## config.mk

```make
export PLATFORM = sky130hd
export DESIGN_NAME = tustin_complementary_angle_filter
export DESIGN_NICKNAME = d
export VERILOG_FILES = /design/src/rtl/core/tcaf_pkg.sv /design/src/rtl/core/tcaf_div.sv /design/src/rtl/core/tustin_complementary_angle_filter.sv
export SDC_FILE = /design/constraint.sdc
export NUM_CORES = 2
export LEC_CHECK = 0
export ABC_AREA = 1
export ABC_CLOCK_PERIOD_IN_PS = 19000
export BUFFER_PORTS_ARGS = -buffer_cell sky130_fd_sc_hd__buf_2
export CORE_MARGIN = 4
export CORE_UTILIZATION = 45
export CTS_BUF_LIST = sky130_fd_sc_hd__clkbuf_4 sky130_fd_sc_hd__clkbuf_8 sky130_fd_sc_hd__clkbuf_16
export CTS_CLUSTER_DIAMETER = 100
export CTS_CLUSTER_SIZE = 40
export DETAILED_ROUTE_END_ITERATION = 16
export SYNTH_ARGS = -nofsm -noshare
export SYNTH_HDL_FRONTEND = slang
export SYNTH_SLANG_ARGS = --single-unit
```

## constraint.sdc

```tcl
create_clock -name clock -period 19 [get_ports clock]
set_input_delay 0 -clock clock [delete_from_list [all_inputs] [get_ports clock]]
set_output_delay 0 -clock clock [all_outputs]
set_load 0.02 [all_outputs]
```

## src/rtl/core/tcaf_pkg.sv

```systemverilog
// Shared types and constants of the Tustin complementary angle filter.
// Used by tcaf_div, tustin_complementary_angle_filter and its testbench; depends on nothing.

package tcaf_pkg;

   // Fixed-point formats
   localparam int FRAC_BITS     = 16;            // fraction bits of angles, rates, T, tau
   localparam int KBITS         = 30;            // fraction bits of the coefficients
   localparam int CHANNEL_COUNT = 2;

   // Configuration register widths and indexes
   localparam int CSR_DATA_W  = 24;
   localparam int CSR_INDEX_W = 2;
   localparam logic [CSR_INDEX_W-1:0] CSR_SAMPLE_PERIOD = 2'd0;
   localparam logic [CSR_INDEX_W-1:0] CSR_TIME_CONSTANT = 2'd1;
   localparam logic [CSR_INDEX_W-1:0] CSR_OFFSET_FIRST  = 2'd2;
   localparam logic [CSR_INDEX_W-1:0] CSR_OFFSET_SECOND = 2'd3;

   localparam logic [15:0]        SAMPLE_PERIOD_RESET = 16'd655;
   localparam logic [23:0]        TIME_CONSTANT_RESET = 24'd35383;
   localparam logic signed [23:0] OFFSET_FIRST_RESET  = 24'sd55050;
   localparam logic signed [23:0] OFFSET_SECOND_RESET = 24'sd48497;

   // Coefficient divider: 58-bit dividend, 26-bit divisor, 32-bit quotient
   localparam int DIV_N_W = 58;
   localparam int DIV_D_W = 26;
   localparam int DIV_Q_W = 32;
   localparam int DIV_C_W = $clog2(DIV_Q_W);

   // Datapath widths
   localparam int COEF_W  = 32;                  // signed coefficient
   localparam int MOP_W   = 33;                  // signed multiplier operand
   localparam int MUL_W   = 2 * MOP_W;           // signed product
   localparam int SUM_W   = 42;                  // acc + prev_acc + tau term
   localparam int SPLIT   = 22;                  // low part of the sum in the split product
   localparam int HI_W    = SUM_W - SPLIT;
   localparam int WIDE_W  = 74;                  // accumulated k2 * sum
   localparam int T1_W    = 36;                  // rounded k1 * prev_out
   localparam int T2_W    = 44;                  // rounded k2 * sum
   localparam int RES_W   = 45;                  // unsaturated result

   localparam logic signed [MUL_W-1:0]  TG_HALF   = MUL_W'(1) << (FRAC_BITS - 1);
   localparam logic signed [MUL_W-1:0]  K_HALF    = MUL_W'(1) << (KBITS - 1);
   localparam logic signed [WIDE_W-1:0] K_HALF_W  = WIDE_W'(1) << (KBITS - 1);
   localparam logic signed [COEF_W-1:0] K_ONE     = COEF_W'(1) << KBITS;

   typedef enum logic [3:0] {
      ST_IDLE,
      ST_PREP,
      ST_DIV_K1,
      ST_DIV_K2,
      ST_MUL_TG,
      ST_MUL_K1,
      ST_MUL_LO,
      ST_MUL_HI,
      ST_ACC_HI,
      ST_ROUND,
      ST_FINISH
   } state_type;

endpackage

```

## src/rtl/core/tcaf_div.sv

```systemverilog
// Restoring divider, one quotient bit per cycle, for the filter coefficients.
// Depends on tcaf_pkg for its widths; the quotient must be known to fit DIV_Q_W bits.

module tcaf_div (
   input  logic                             clock,
   input  logic                             reset,
   input  logic                             start,
   input  logic [tcaf_pkg::DIV_N_W-1:0]     dividend,
   input  logic [tcaf_pkg::DIV_D_W-1:0]     divisor,
   output logic                             done,
   output logic [tcaf_pkg::DIV_Q_W-1:0]     quotient
);

   logic                            busy_ff, busy_in;
   logic                            done_ff, done_in;
   logic [tcaf_pkg::DIV_C_W-1:0]    count_ff, count_in;
   logic [tcaf_pkg::DIV_D_W-1:0]    rem_ff, rem_in;
   logic [tcaf_pkg::DIV_Q_W-1:0]    quo_ff, quo_in;
   logic [tcaf_pkg::DIV_D_W:0]      trial;
   logic [tcaf_pkg::DIV_D_W+1:0]    diff;

   // The upper dividend bits start below the divisor, so the quotient fits
   // and the partial remainder never needs more than the divisor's width.
   assign trial = {rem_ff, quo_ff[tcaf_pkg::DIV_Q_W-1]};
   assign diff  = {1'b0, trial} - {2'b00, divisor};

   always_comb begin
      busy_in  = busy_ff;
      done_in  = 1'b0;
      count_in = count_ff;
      rem_in   = rem_ff;
      quo_in   = quo_ff;
      if (start) begin
         busy_in  = 1'b1;
         count_in = '1;
         rem_in   = dividend[tcaf_pkg::DIV_N_W-1:tcaf_pkg::DIV_Q_W];
         quo_in   = dividend[tcaf_pkg::DIV_Q_W-1:0];
      end else if (busy_ff) begin
         if (diff[tcaf_pkg::DIV_D_W+1]) begin
            rem_in = trial[tcaf_pkg::DIV_D_W-1:0];
         end else begin
            rem_in = diff[tcaf_pkg::DIV_D_W-1:0];
         end
         quo_in   = {quo_ff[tcaf_pkg::DIV_Q_W-2:0], ~diff[tcaf_pkg::DIV_D_W+1]};
         count_in = count_ff - 1'b1;
         if (count_ff == '0) begin
            busy_in = 1'b0;
            done_in = 1'b1;
         end
      end
   end

   always_ff @(posedge clock) begin
      if (reset) begin
         busy_ff <= 1'b0;
         done_ff <= 1'b0;
      end else begin
         busy_ff <= busy_in;
         done_ff <= done_in;
      end
      count_ff <= count_in;
      rem_ff   <= rem_in;
      quo_ff   <= quo_in;
   end

   assign done     = done_ff;
   assign quotient = quo_ff;

endmodule

```

## src/rtl/core/tustin_complementary_angle_filter.sv

```systemverilog
// Tustin first-order complementary angle filter for two sensor channels.
// Depends on tcaf_pkg and instantiates the coefficient divider tcaf_div.

// An item is taken only while the block is idle. It runs from ST_PREP through the
// multiply states, ST_ACC_HI and ST_ROUND to ST_FINISH, which writes the output
// register and waits while a stalled result beat still holds it. A single 33 by 33 bit
// multiplier is reused for the tau term, the k1 term and the two halves of the k2 term,
// with the accumulate, rounding and saturation steps after. After reset and after any
// configuration write, the next item also recomputes k1 and k2 with two 32-step
// divisions on the bit-serial divider, unless T and tau are both zero. The input side
// is free again while a finished result still waits in the output register.

module tustin_complementary_angle_filter (
   input  logic                              clock,
   input  logic                              reset,
   input  logic                              req_valid,
   output logic                              req_stall,
   input  logic                              req_channel,
   input  logic signed [31:0]                req_accel_angle,
   input  logic signed [31:0]                req_gyro_rate,
   output logic                              rsp_valid,
   input  logic                              rsp_stall,
   output logic signed [31:0]                rsp_filtered_angle,
   output logic                              rsp_saturated,
   input  logic                              csr_write,
   input  logic [tcaf_pkg::CSR_INDEX_W-1:0]  csr_index,
   input  logic [tcaf_pkg::CSR_DATA_W-1:0]   csr_data
);

   // Configuration
   logic [15:0]        sample_period_ff;
   logic [23:0]        time_constant_ff;
   logic signed [23:0] offset_first_ff;
   logic signed [23:0] offset_second_ff;
   logic               coef_stale_ff, coef_stale_in;

   // Sequencer
   tcaf_pkg::state_type state_ff, state_in;

   // Captured beat and working registers
   logic                                   chan_ff;
   logic signed [31:0]                     accel_in_ff;
   logic signed [31:0]                     gyro_in_ff;
   logic signed [31:0]                     acc_c_ff, acc_c_in;
   logic signed [31:0]                     pacc_ff, pacc_in;
   logic signed [31:0]                     pout_ff, pout_in;
   logic signed [tcaf_pkg::MOP_W-1:0]      sg_ff, sg_in;
   logic signed [tcaf_pkg::COEF_W-1:0]     k1_ff, k1_in;
   logic signed [tcaf_pkg::COEF_W-1:0]     k2_ff, k2_in;
   logic signed [tcaf_pkg::MUL_W-1:0]      prod_ff;
   logic signed [tcaf_pkg::SUM_W-1:0]      sum_ff;
   logic signed [tcaf_pkg::T1_W-1:0]       term1_ff;
   logic signed [tcaf_pkg::WIDE_W-1:0]     wide_ff, wide_in;
   logic signed [tcaf_pkg::T2_W-1:0]       term2_ff;

   // Per-channel history
   logic signed [31:0] prev_accel_ff  [tcaf_pkg::CHANNEL_COUNT];
   logic signed [31:0] prev_gyro_ff   [tcaf_pkg::CHANNEL_COUNT];
   logic signed [31:0] prev_output_ff [tcaf_pkg::CHANNEL_COUNT];
   logic [tcaf_pkg::CHANNEL_COUNT-1:0] primed_ff;

   // Output register
   logic               rsp_valid_ff, rsp_valid_in;
   logic signed [31:0] rsp_angle_ff;
   logic               rsp_sat_ff;

   // Combinational helpers
   logic                               accept;
   logic                               finish;
   logic signed [32:0]                 acc_wide;
   logic signed [31:0]                 acc_sat;
   logic [tcaf_pkg::DIV_D_W-1:0]       denom;
   logic [tcaf_pkg::DIV_D_W-2:0]       denom_half;
   logic [27:0]                        num1_scale;
   logic [tcaf_pkg::DIV_N_W-1:0]       num1;
   logic [tcaf_pkg::DIV_N_W-1:0]       num2;
   logic                               div_start;
   logic                               div_done;
   logic [tcaf_pkg::DIV_Q_W-1:0]       div_quo;
   logic signed [tcaf_pkg::MOP_W-1:0]  mul_a;
   logic signed [tcaf_pkg::MOP_W-1:0]  mul_b;
   logic signed [tcaf_pkg::MUL_W-1:0]  tg_round;
   logic signed [tcaf_pkg::MUL_W-1:0]  t1_round;
   logic signed [tcaf_pkg::WIDE_W-1:0] prod_ext;
   logic signed [tcaf_pkg::WIDE_W-1:0] t2_round;
   logic signed [tcaf_pkg::SUM_W-1:0]  sum_in;
   logic signed [tcaf_pkg::RES_W-1:0]  res_raw;
   logic signed [31:0]                 res_sat;
   logic                               res_clip;

   assign accept    = req_valid & ~req_stall;
   assign req_stall = (state_ff != tcaf_pkg::ST_IDLE);
   assign finish    = (state_ff == tcaf_pkg::ST_FINISH) & (~rsp_valid_ff | ~rsp_stall);

   // Corrected accel angle: channel zero adds its offset, the other subtracts its own.
   always_comb begin
      if (chan_ff == 1'b0) begin
         acc_wide = 33'(accel_in_ff) + 33'(offset_first_ff);
      end else begin
         acc_wide = 33'(accel_in_ff) - 33'(offset_second_ff);
      end
      if (acc_wide[32] != acc_wide[31]) begin
         acc_sat = acc_wide[32] ? 32'sh8000_0000 : 32'sh7FFF_FFFF;
      end else begin
         acc_sat = acc_wide[31:0];
      end
   end

   // Coefficient dividends. k1 is found as an unsigned quotient offset by 2^31,
   // which keeps the dividend positive; the top quotient bit is then flipped back.
   assign denom      = {1'b0, time_constant_ff, 1'b0} + {10'd0, sample_period_ff};
   assign denom_half = denom[tcaf_pkg::DIV_D_W-1:1];
   assign num1_scale = {1'b0, denom, 1'b0} + {2'b00, denom} - {11'd0, sample_period_ff, 1'b0};
   assign num1       = {num1_scale, 30'd0} + {33'd0, denom_half};
   assign num2       = {12'd0, sample_period_ff, 30'd0} + {33'd0, denom_half};

   assign div_start = ((state_ff == tcaf_pkg::ST_PREP) && coef_stale_ff && (denom != '0))
                    || ((state_ff == tcaf_pkg::ST_DIV_K1) && div_done);

   tcaf_div u_div (
      .clock    (clock),
      .reset    (reset),
      .start    (div_start),
      .dividend ((state_ff == tcaf_pkg::ST_PREP) ? num1 : num2),
      .divisor  (denom),
      .done     (div_done),
      .quotient (div_quo)
   );

   // Operand selection of the shared multiplier
   always_comb begin
      case (state_ff)
         tcaf_pkg::ST_MUL_TG: begin
            mul_a = $signed({9'd0, time_constant_ff});
            mul_b = sg_ff;
         end
         tcaf_pkg::ST_MUL_K1: begin
            mul_a = 33'(k1_ff);
            mul_b = 33'(pout_ff);
         end
         tcaf_pkg::ST_MUL_LO: begin
            mul_a = 33'(k2_ff);
            mul_b = $signed({{(tcaf_pkg::MOP_W - tcaf_pkg::SPLIT){1'b0}},
                             sum_ff[tcaf_pkg::SPLIT-1:0]});
         end
         tcaf_pkg::ST_MUL_HI: begin
            mul_a = 33'(k2_ff);
            mul_b = 33'($signed(sum_ff[tcaf_pkg::SUM_W-1:tcaf_pkg::SPLIT]));
         end
         default: begin
            mul_a = '0;
            mul_b = '0;
         end
      endcase
   end

   assign tg_round = (prod_ff + tcaf_pkg::TG_HALF) >>> tcaf_pkg::FRAC_BITS;
   assign t1_round = (prod_ff + tcaf_pkg::K_HALF) >>> tcaf_pkg::KBITS;
   assign prod_ext = tcaf_pkg::WIDE_W'(prod_ff);
   assign t2_round = (wide_ff + tcaf_pkg::K_HALF_W) >>> tcaf_pkg::KBITS;
   assign sum_in   = tcaf_pkg::SUM_W'(acc_c_ff) + tcaf_pkg::SUM_W'(pacc_ff)
                   + $signed(tg_round[tcaf_pkg::SUM_W-1:0]);

   assign res_raw = tcaf_pkg::RES_W'(term1_ff) + tcaf_pkg::RES_W'(term2_ff);
   always_comb begin
      if (res_raw > tcaf_pkg::RES_W'(32'sh7FFF_FFFF)) begin
         res_sat  = 32'sh7FFF_FFFF;
         res_clip = 1'b1;
      end else if (res_raw < tcaf_pkg::RES_W'(32'sh8000_0000)) begin
         res_sat  = 32'sh8000_0000;
         res_clip = 1'b1;
      end else begin
         res_sat  = res_raw[31:0];
         res_clip = 1'b0;
      end
   end

   // Sequencer: next state and working-register updates
   always_comb begin
      state_in      = state_ff;
      coef_stale_in = coef_stale_ff;
      acc_c_in      = acc_c_ff;
      pacc_in       = pacc_ff;
      pout_in       = pout_ff;
      sg_in         = sg_ff;
      k1_in         = k1_ff;
      k2_in         = k2_ff;
      wide_in       = wide_ff;
      case (state_ff)
         tcaf_pkg::ST_IDLE: begin
            if (accept) begin
               state_in = tcaf_pkg::ST_PREP;
            end
         end
         tcaf_pkg::ST_PREP: begin
            // A channel's first beat uses its own values as history.
            acc_c_in = acc_sat;
            if (primed_ff[chan_ff]) begin
               pacc_in = prev_accel_ff[chan_ff];
               pout_in = prev_output_ff[chan_ff];
               sg_in   = 33'(gyro_in_ff) + 33'(prev_gyro_ff[chan_ff]);
            end else begin
               pacc_in = acc_sat;
               pout_in = acc_sat;
               sg_in   = 33'(gyro_in_ff) + 33'(gyro_in_ff);
            end
            if (!coef_stale_ff) begin
               state_in = tcaf_pkg::ST_MUL_TG;
            end else if (denom == '0) begin
               // Both T and tau zero: the output simply holds.
               k1_in         = tcaf_pkg::K_ONE;
               k2_in         = '0;
               coef_stale_in = 1'b0;
               state_in      = tcaf_pkg::ST_MUL_TG;
            end else begin
               state_in = tcaf_pkg::ST_DIV_K1;
            end
         end
         tcaf_pkg::ST_DIV_K1: begin
            if (div_done) begin
               k1_in    = $signed({~div_quo[tcaf_pkg::DIV_Q_W-1],
                                   div_quo[tcaf_pkg::DIV_Q_W-2:0]});
               state_in = tcaf_pkg::ST_DIV_K2;
            end
         end
         tcaf_pkg::ST_DIV_K2: begin
            if (div_done) begin
               k2_in         = $signed(div_quo);
               coef_stale_in = 1'b0;
               state_in      = tcaf_pkg::ST_MUL_TG;
            end
         end
         tcaf_pkg::ST_MUL_TG: begin
            state_in = tcaf_pkg::ST_MUL_K1;
         end
         tcaf_pkg::ST_MUL_K1: begin
            state_in = tcaf_pkg::ST_MUL_LO;
         end
         tcaf_pkg::ST_MUL_LO: begin
            state_in = tcaf_pkg::ST_MUL_HI;
         end
         tcaf_pkg::ST_MUL_HI: begin
            wide_in  = prod_ext;
            state_in = tcaf_pkg::ST_ACC_HI;
         end
         tcaf_pkg::ST_ACC_HI: begin
            wide_in  = wide_ff + (prod_ext <<< tcaf_pkg::SPLIT);
            state_in = tcaf_pkg::ST_ROUND;
         end
         tcaf_pkg::ST_ROUND: begin
            state_in = tcaf_pkg::ST_FINISH;
         end
         tcaf_pkg::ST_FINISH: begin
            if (finish) begin
               state_in = tcaf_pkg::ST_IDLE;
            end
         end
         default: begin
            state_in = tcaf_pkg::ST_IDLE;
         end
      endcase
      // Any register write makes the coefficients stale.
      if (csr_write) begin
         coef_stale_in = 1'b1;
      end
   end

   assign rsp_valid_in = finish | (rsp_valid_ff & rsp_stall);

   always_ff @(posedge clock) begin
      if (reset) begin
         state_ff         <= tcaf_pkg::ST_IDLE;
         coef_stale_ff    <= 1'b1;
         rsp_valid_ff     <= 1'b0;
         primed_ff        <= '0;
         sample_period_ff <= tcaf_pkg::SAMPLE_PERIOD_RESET;
         time_constant_ff <= tcaf_pkg::TIME_CONSTANT_RESET;
         offset_first_ff  <= tcaf_pkg::OFFSET_FIRST_RESET;
         offset_second_ff <= tcaf_pkg::OFFSET_SECOND_RESET;
      end else begin
         state_ff      <= state_in;
         coef_stale_ff <= coef_stale_in;
         rsp_valid_ff  <= rsp_valid_in;
         if (finish) begin
            primed_ff[chan_ff] <= 1'b1;
         end
         if (csr_write) begin
            case (csr_index)
               tcaf_pkg::CSR_SAMPLE_PERIOD: sample_period_ff <= csr_data[15:0];
               tcaf_pkg::CSR_TIME_CONSTANT: time_constant_ff <= csr_data;
               tcaf_pkg::CSR_OFFSET_FIRST:  offset_first_ff  <= $signed(csr_data);
               tcaf_pkg::CSR_OFFSET_SECOND: offset_second_ff <= $signed(csr_data);
               default: ;
            endcase
         end
      end
   end

   always_ff @(posedge clock) begin
      if (accept) begin
         chan_ff     <= req_channel;
         accel_in_ff <= req_accel_angle;
         gyro_in_ff  <= req_gyro_rate;
      end
      acc_c_ff <= acc_c_in;
      pacc_ff  <= pacc_in;
      pout_ff  <= pout_in;
      sg_ff    <= sg_in;
      k1_ff    <= k1_in;
      k2_ff    <= k2_in;
      wide_ff  <= wide_in;
      prod_ff  <= mul_a * mul_b;
      if (state_ff == tcaf_pkg::ST_MUL_K1) begin
         sum_ff <= sum_in;
      end
      if (state_ff == tcaf_pkg::ST_MUL_LO) begin
         term1_ff <= t1_round[tcaf_pkg::T1_W-1:0];
      end
      if (state_ff == tcaf_pkg::ST_ROUND) begin
         term2_ff <= t2_round[tcaf_pkg::T2_W-1:0];
      end
      if (finish) begin
         prev_accel_ff[chan_ff]  <= acc_c_ff;
         prev_gyro_ff[chan_ff]   <= gyro_in_ff;
         prev_output_ff[chan_ff] <= res_sat;
         rsp_angle_ff            <= res_sat;
         rsp_sat_ff              <= res_clip;
      end
   end

   assign rsp_valid          = rsp_valid_ff;
   assign rsp_filtered_angle = rsp_angle_ff;
   assign rsp_saturated      = rsp_sat_ff;

endmodule

```

# After elaboration in Yosys (flattened, before gate mapping)
# Memories as Yosys holds them, arrays and structs flattened. A register that Yosys moved wholly into a read port is not among the register bits.
# Index checks and enable logic that the tools add are counted.
dict set report totals {
  mem_bits_rw 192
  word_cells 163
  memories 3
  input_bits 96
  regBits 714
  out_inout_bits 35
}
dict set report classes {
  magnitude_cmp 4
  eq_ne 20
  n_mux 50
  bitwise_logic 12
  multipliers 1
  n_addsub 18
  n_reduce_logical 26
}
# name depth word_bits rd rd_ports_with_merged_regs wr line_no
set memory_table {}
lappend memory_table {prev_accel_ff 2 32 1 1 1 tustin_complementary_angle_filter.sv:57} ;# logic signed [31:0] prev_accel_ff [tcaf_pkg::CHANNEL_COUNT];
lappend memory_table {prev_gyro_ff 2 32 1 1 1 tustin_complementary_angle_filter.sv:58} ;# logic signed [31:0] prev_gyro_ff [tcaf_pkg::CHANNEL_COUNT];
lappend memory_table {prev_output_ff 2 32 1 1 1 tustin_complementary_angle_filter.sv:59} ;# logic signed [31:0] prev_output_ff [tcaf_pkg::CHANNEL_COUNT];
# operator n
set ops {}
lappend ops {{two-way mux 32 bit} 14}
lappend ops {{one-hot mux 74 bit (2 select lines)} 1}
lappend ops {{one-hot mux 33 bit (4 select lines)} 1}
lappend ops {{one-hot mux 32 bit (2 select lines)} 2}
lappend ops {{adder 32 x 32 -> 33 bit} 3}
lappend ops {{one-hot mux 33 bit (3 select lines)} 1}
lappend ops {{two-way mux 26 bit} 3}
lappend ops {{adder 74 x 31 -> 74 bit, second input constant} 1}
lappend ops {{adder 74 bit} 1}
lappend ops {{adder 66 x 31 -> 66 bit, second input constant} 1}
lappend ops {{multiplier 33 x 33 -> 66 bit} 1}
lappend ops {{two-way mux 33 bit} 2}
lappend ops {{adder 58 x 17 -> 58 bit, second input constant} 1}
lappend ops {{adder 58 x 25 -> 58 bit} 1}
lappend ops {{two-way mux 58 bit} 1}
lappend ops {{adder 46 x 25 -> 47 bit} 1}
lappend ops {{adder 36 x 44 -> 45 bit} 1}
lappend ops {{greater-than comparator 45 x 32 -> 1 bit, second input constant} 1}
lappend ops {{less-than comparator 45 x 32 -> 1 bit, second input constant} 1}
lappend ops {{one-hot mux 4 bit (11 select lines)} 1}
lappend ops {{adder 33 x 42 -> 42 bit} 1}
lappend ops {{adder 32 x 24 -> 33 bit} 1}
lappend ops {{subtractor 32 x 24 -> 33 bit} 1}
lappend ops {{adder 27 x 26 -> 28 bit} 1}
lappend ops {{37 further kinds} 88}

# Longest topological paths before layout
dict set report depth {
  ltp_word 6
  depth_mapped 40
  mapped_depth_nobuf 37
}

# Cells and area by module
# A second synthesis with hierarchy kept.
dict set report unflattened {
  cells_unflattened 11205
  hier_area_um2 93485.9
}
# module area_per_inst_um2 instances cells_per_inst seq_area_each_um2
set modules_own_cells {}
lappend modules_own_cells {tustin_complementary_angle_filter 88352.2 1 10430 22992.1}
lappend modules_own_cells {tcaf_div 5133.7 1 775 1881.8}

# Worst setup path after synthesis
# Ideal clock, no wire load.
dict set report synth_timing {
  path_kind {reg-to-reg}
  from {register state_ff[2]}
  to {register prod_ff[65] (netlist bit)}
  stages_incl_launch_ff 29
  n_path_buf 2
  path_slack_ps 9835
  setup_ps 120
  required_time_ps 18880
  arrival_ps 9045
  period_less_slack_ps 9165
  cell_sequence {dfxtp_1 -> inv_1 -> nor2_1 -> inv_2 -> nor2_1 -> clkbuf_1 -> a22o_1 -> nor2_1 -> clkbuf_1 -> nor2_1 -> fa_1 -> fa_1 -> fa_1 -> fa_1 -> fa_1 -> fa_1 -> fa_1 -> inv_1 -> fa_1 -> inv_1 -> ha_1 -> nand2_1 -> nor2_1 -> inv_1 -> nor4_1 -> nand3_1 -> nand3_1 -> a31oi_1 -> xnor2_1}
}
dict set report synth_between {
  elab_chain_len 4
  elab_cells_between_ends 8
  classes_between {1 x mul; 4 x eq/ne; 2 x mux; 1 x reduce/logical}
}
# item line_no
set synth_rtl {}
lappend synth_rtl {{start: declaration} tustin_complementary_angle_filter.sv:38} ;# tcaf_pkg::state_type state_ff, state_in;
lappend synth_rtl {{start signal: assignment} tustin_complementary_angle_filter.sv:272} ;# state_ff <= tcaf_pkg::ST_IDLE;
lappend synth_rtl {{start signal: assignment} tustin_complementary_angle_filter.sv:281} ;# state_ff <= state_in;
lappend synth_rtl {{equality test 4 x 3 -> 1 bit} tustin_complementary_angle_filter.sv:132} ;# case (state_ff)
lappend synth_rtl {{OR reduction 2 bit (no line)} -}
lappend synth_rtl {{one-hot mux 33 bit (3 select lines)} tustin_complementary_angle_filter.sv:132}
lappend synth_rtl {{multiplier 33 x 33 -> 66 bit (*)} tustin_complementary_angle_filter.sv:312} ;# prod_ff <= mul_a * mul_b;
lappend synth_rtl {{end signal: assignment} tustin_complementary_angle_filter.sv:312}
lappend synth_rtl {{end: declaration} tustin_complementary_angle_filter.sv:50} ;# logic signed [tcaf_pkg::MUL_W-1:0] prod_ff;
# Mark *: on every way between the ends. The rest lies on a longest branch, timed or not.
# A chain may end at the register's enable or synchronous reset.

# Final worst setup path
dict set report layout_timing {
  from {register state_ff[2]}
  to {register prod_ff[45] (netlist bit)}
}
# The elaborated chain is that of the path after synthesis.

==> flow_summary.toml <==
[run_status]
outcome = "complete, no violations"

[placement]
place_congestion = 1.010
io_buffers = 130
place_hpwl_um = 256800

[layout]
nets = 12751
utilization = 0.4879
regArea_um2 = 24880
synthToLayoutAreaGrowth_pct = 7.464
drive_above_1_share = 0.04603
multi_input_area_um2 = 57830
fill_cells = 19631

[timing]
relSlewSlack = 0.2040
setup_tns_ns = 0
tightest_slew_ns = 1.191
final-hold-violation-count = 0
drv_slew = 0
finClkSkew_ns = 0.06253
period_minus_slack_ns = 11.32
rsz0062_at_grt = "false"
setup_viol = 0
fmax_mhz = 88.33
min_period_over_period = 0.5959

[cts]
cts_root_buf = "clkbuf_16"
insertion_delay_ns = 0.70
clk_pin_slew_ns = 0.15
cts_resized = 0
cts_tree = "yes"
cts_htree_levels = 2
cts_hold_buf = 165
numClockSinks = 885
ctsLongestPathBuffers = 3
postCtsSetupBuffers = 0
cts_buffers = 39

[worst_setup_path]
endpoint_kind = "flop"
crit_type = "reg -> reg"
rr_startpoint = "state_ff[2]"
critPathSlowestCell = "inv_1"
path_common_cell = "fa_1"
critPathMaxStageDelay_ns = 0.89
critPathLaunchType = "flop"
startpoint = "state_ff[2]"
crit_fanout = 72
crit_arrival_ns = 11.89
required_ns = 19.57

[detailed_routing]
via_count = 74069
drc_errors = 0
first_iter_violations = 6501
viasPerCell = 5.419
ant_nets = 0
totalWireLength_um = 315800
drtPass1Iterations = 8
post_drt_wl_per_cell_um = 23.10

[logic_synthesis]
ys_seq_area_frac = 0.2699
synth_top_area_share = 0.2575
synth-seq-cells = 885
synth_top_area_cell = "fa_1"
syn_avg_cell_area_um2 = 8.519
synth_edf_count = 715
async_flop_share = 0
synthFlopType = "edfxtp_1"
netlist_instances = 10816
ys_types = 73
synth_area_um2 = 92140
ys_warn_count = 0
syn_nets = 12600
yosys-top-cells-area = "fa_1, edfxtp_1, nand2_1, inv_1, ha_1"

[floorplanning]
fp-row-count = 165
fp.dieW_um = 460.5
fp.dieArea_um2 = 212100
io_pins = 131
initial_utilization = 0.4541
core_um2 = 202900
die_y_um = 460.5

[grt]
grt_max_degree = 92
grt_pass1_wl_um = 478700
antenna_found_initial = 5
overflow = 0
grt.total_usage = 0.3005
grt_pass1_vias = 76346

[hold_path]
min_path_type = "in -> reg"
hp-start = "req_accel_angle[14]"

[power_and_ir_drop]
peakVddDrop_mv = 0.09208
design_power_total_uw = 8986
leakage_uw = 0.04718
p_per_area_nw_per_um2 = 90.74

[run]
max_cap_violations = 0
## worst max-delay path, delay by kind of cell (launching register included)
family | cells | cell delay [ns]
compound gates | 7 | 2.15
flops | 1 | 0.38
fa+ha+maj | 9 | 4.39
simple gates | 5 | 1.47
xor+xnor | 1 | 0.43
buf+inv | 9 | 2.32
## path summary, 6_finish.rpt
check                    endpoint  slack [ns]  depth (start not counted)
min               accel_in_ff[14]        0.05                          2
max                   prod_ff[45]        7.68                         31
max reg2reg           prod_ff[45]        7.68                         31
min reg2reg  offset_second_ff[23]        0.46                          2
## cell type report
type / instances / share of cell area
Multi-Input combinational cell: 7414 / 0.5840
Sequential cell: 885 / 0.2512
Inverter: 2227 / 0.08444
Tap cell: 2672 / 0.03376
Timing Repair Buffer: 400 / 0.03121
Clock buffer: 43 / 0.01034
Clock inverter: 24 / 0.004928
Antenna cell: 3 / 0.00007581
## registers in the layout, summed over array words and instances, names as in the netlist, 36 cells and up, named ones only
| name | cells |
|---|---|
| prod_ff | 66 |
| prev_accel_ff | 64 |
| prev_gyro_ff | 64 |
| prev_output_ff | 64 |
| wide_ff | 52 |
| term2_ff | 44 |
| sum_ff | 42 |
| term1_ff | 36 |
## where the power goes
part / leakage, uW / internal, uW / switching (uW)
Sequential: 0.00796 / 2810 / 297
Combinational: 0.0385 / 1430 / 3250
Clock: 0.000708 / 455 / 737
Total: 0.0472 / 4700 / 4290
## metrics by stage
stage                     hold slack [ns]  setup slack, ns  cell area, um^2  cells
after global routing              0.02921            7.050            99020  13666
after CTS                       0.0001627            7.663            99020  13665
after floorplan                   0.09887            9.835            92140  10816
after global placement             0.1760            7.797            95850  13433
final                             0.05335            7.678            99020  13668
after detailed placement           0.1781            7.771            95850  13433
## metal layers
metal  GRT usage  up-vias  share of wire  wire length [um]
li1            -    33902              -                 -
met1      0.4065    36948           0.42            133600
met2      0.4929     2683           0.47            146900
met3     0.04259      536          0.068             21570
met4      0.1100        0          0.043             13680
met5           0        -              0                 0
## placed cells by master, fill, tap and decap left out, types with 165 or more instances in the layout
cell type      netlist  layout
nand3_1            282     282
inv_1             2185    2184
nand2_1           2271    2269
a21oi_1            452     442
o21ai_0            484     484
ha_1               503     503
fa_1              1185    1185
xor2_1             249     249
nor2_1            1124    1105
edfxtp_1           715     715
dlygate4sd3_1        0     165
dfxtp_1            170     169
## Yosys cell counts, drive strengths merged (4+ instances only)
cell	count
nand2	2292
inv	2201
fa	1185
nor2	1139
edfxtp	715
o21ai	527
ha	503
a21oi	468
nand3	289
xor2	249
dfxtp	170
clkbuf	164
buf	126
xnor2	116
nor3	98
nand4	72
mux2i	58
a22o	55
a31oi	51
nor4	38
a21o	37
o211ai	35
o21bai	33
or2	31
mux2	30
clkinv	26
a21boi	20
nand3b	14
o21a	12
and3	9
a211oi	8
o2111ai	6
o221ai	6
a221oi	5
a22oi	4
nor3b	4
## logic make-up after synthesis
logic type / Yosys count / synth area share
adders and majority gates: 1688 / 0.3258
muxes: 88 / 0.009967
buffers and inverters: 2517 / 0.1051
and+or+nand+nor: 3992 / 0.1753
DFF: 885 / 0.2699
xor gates and xnor gates: 365 / 0.03486
AOI/OAI and AO/OA: 1281 / 0.07910
Note: power is estimated with default switching activity, not from simulation.
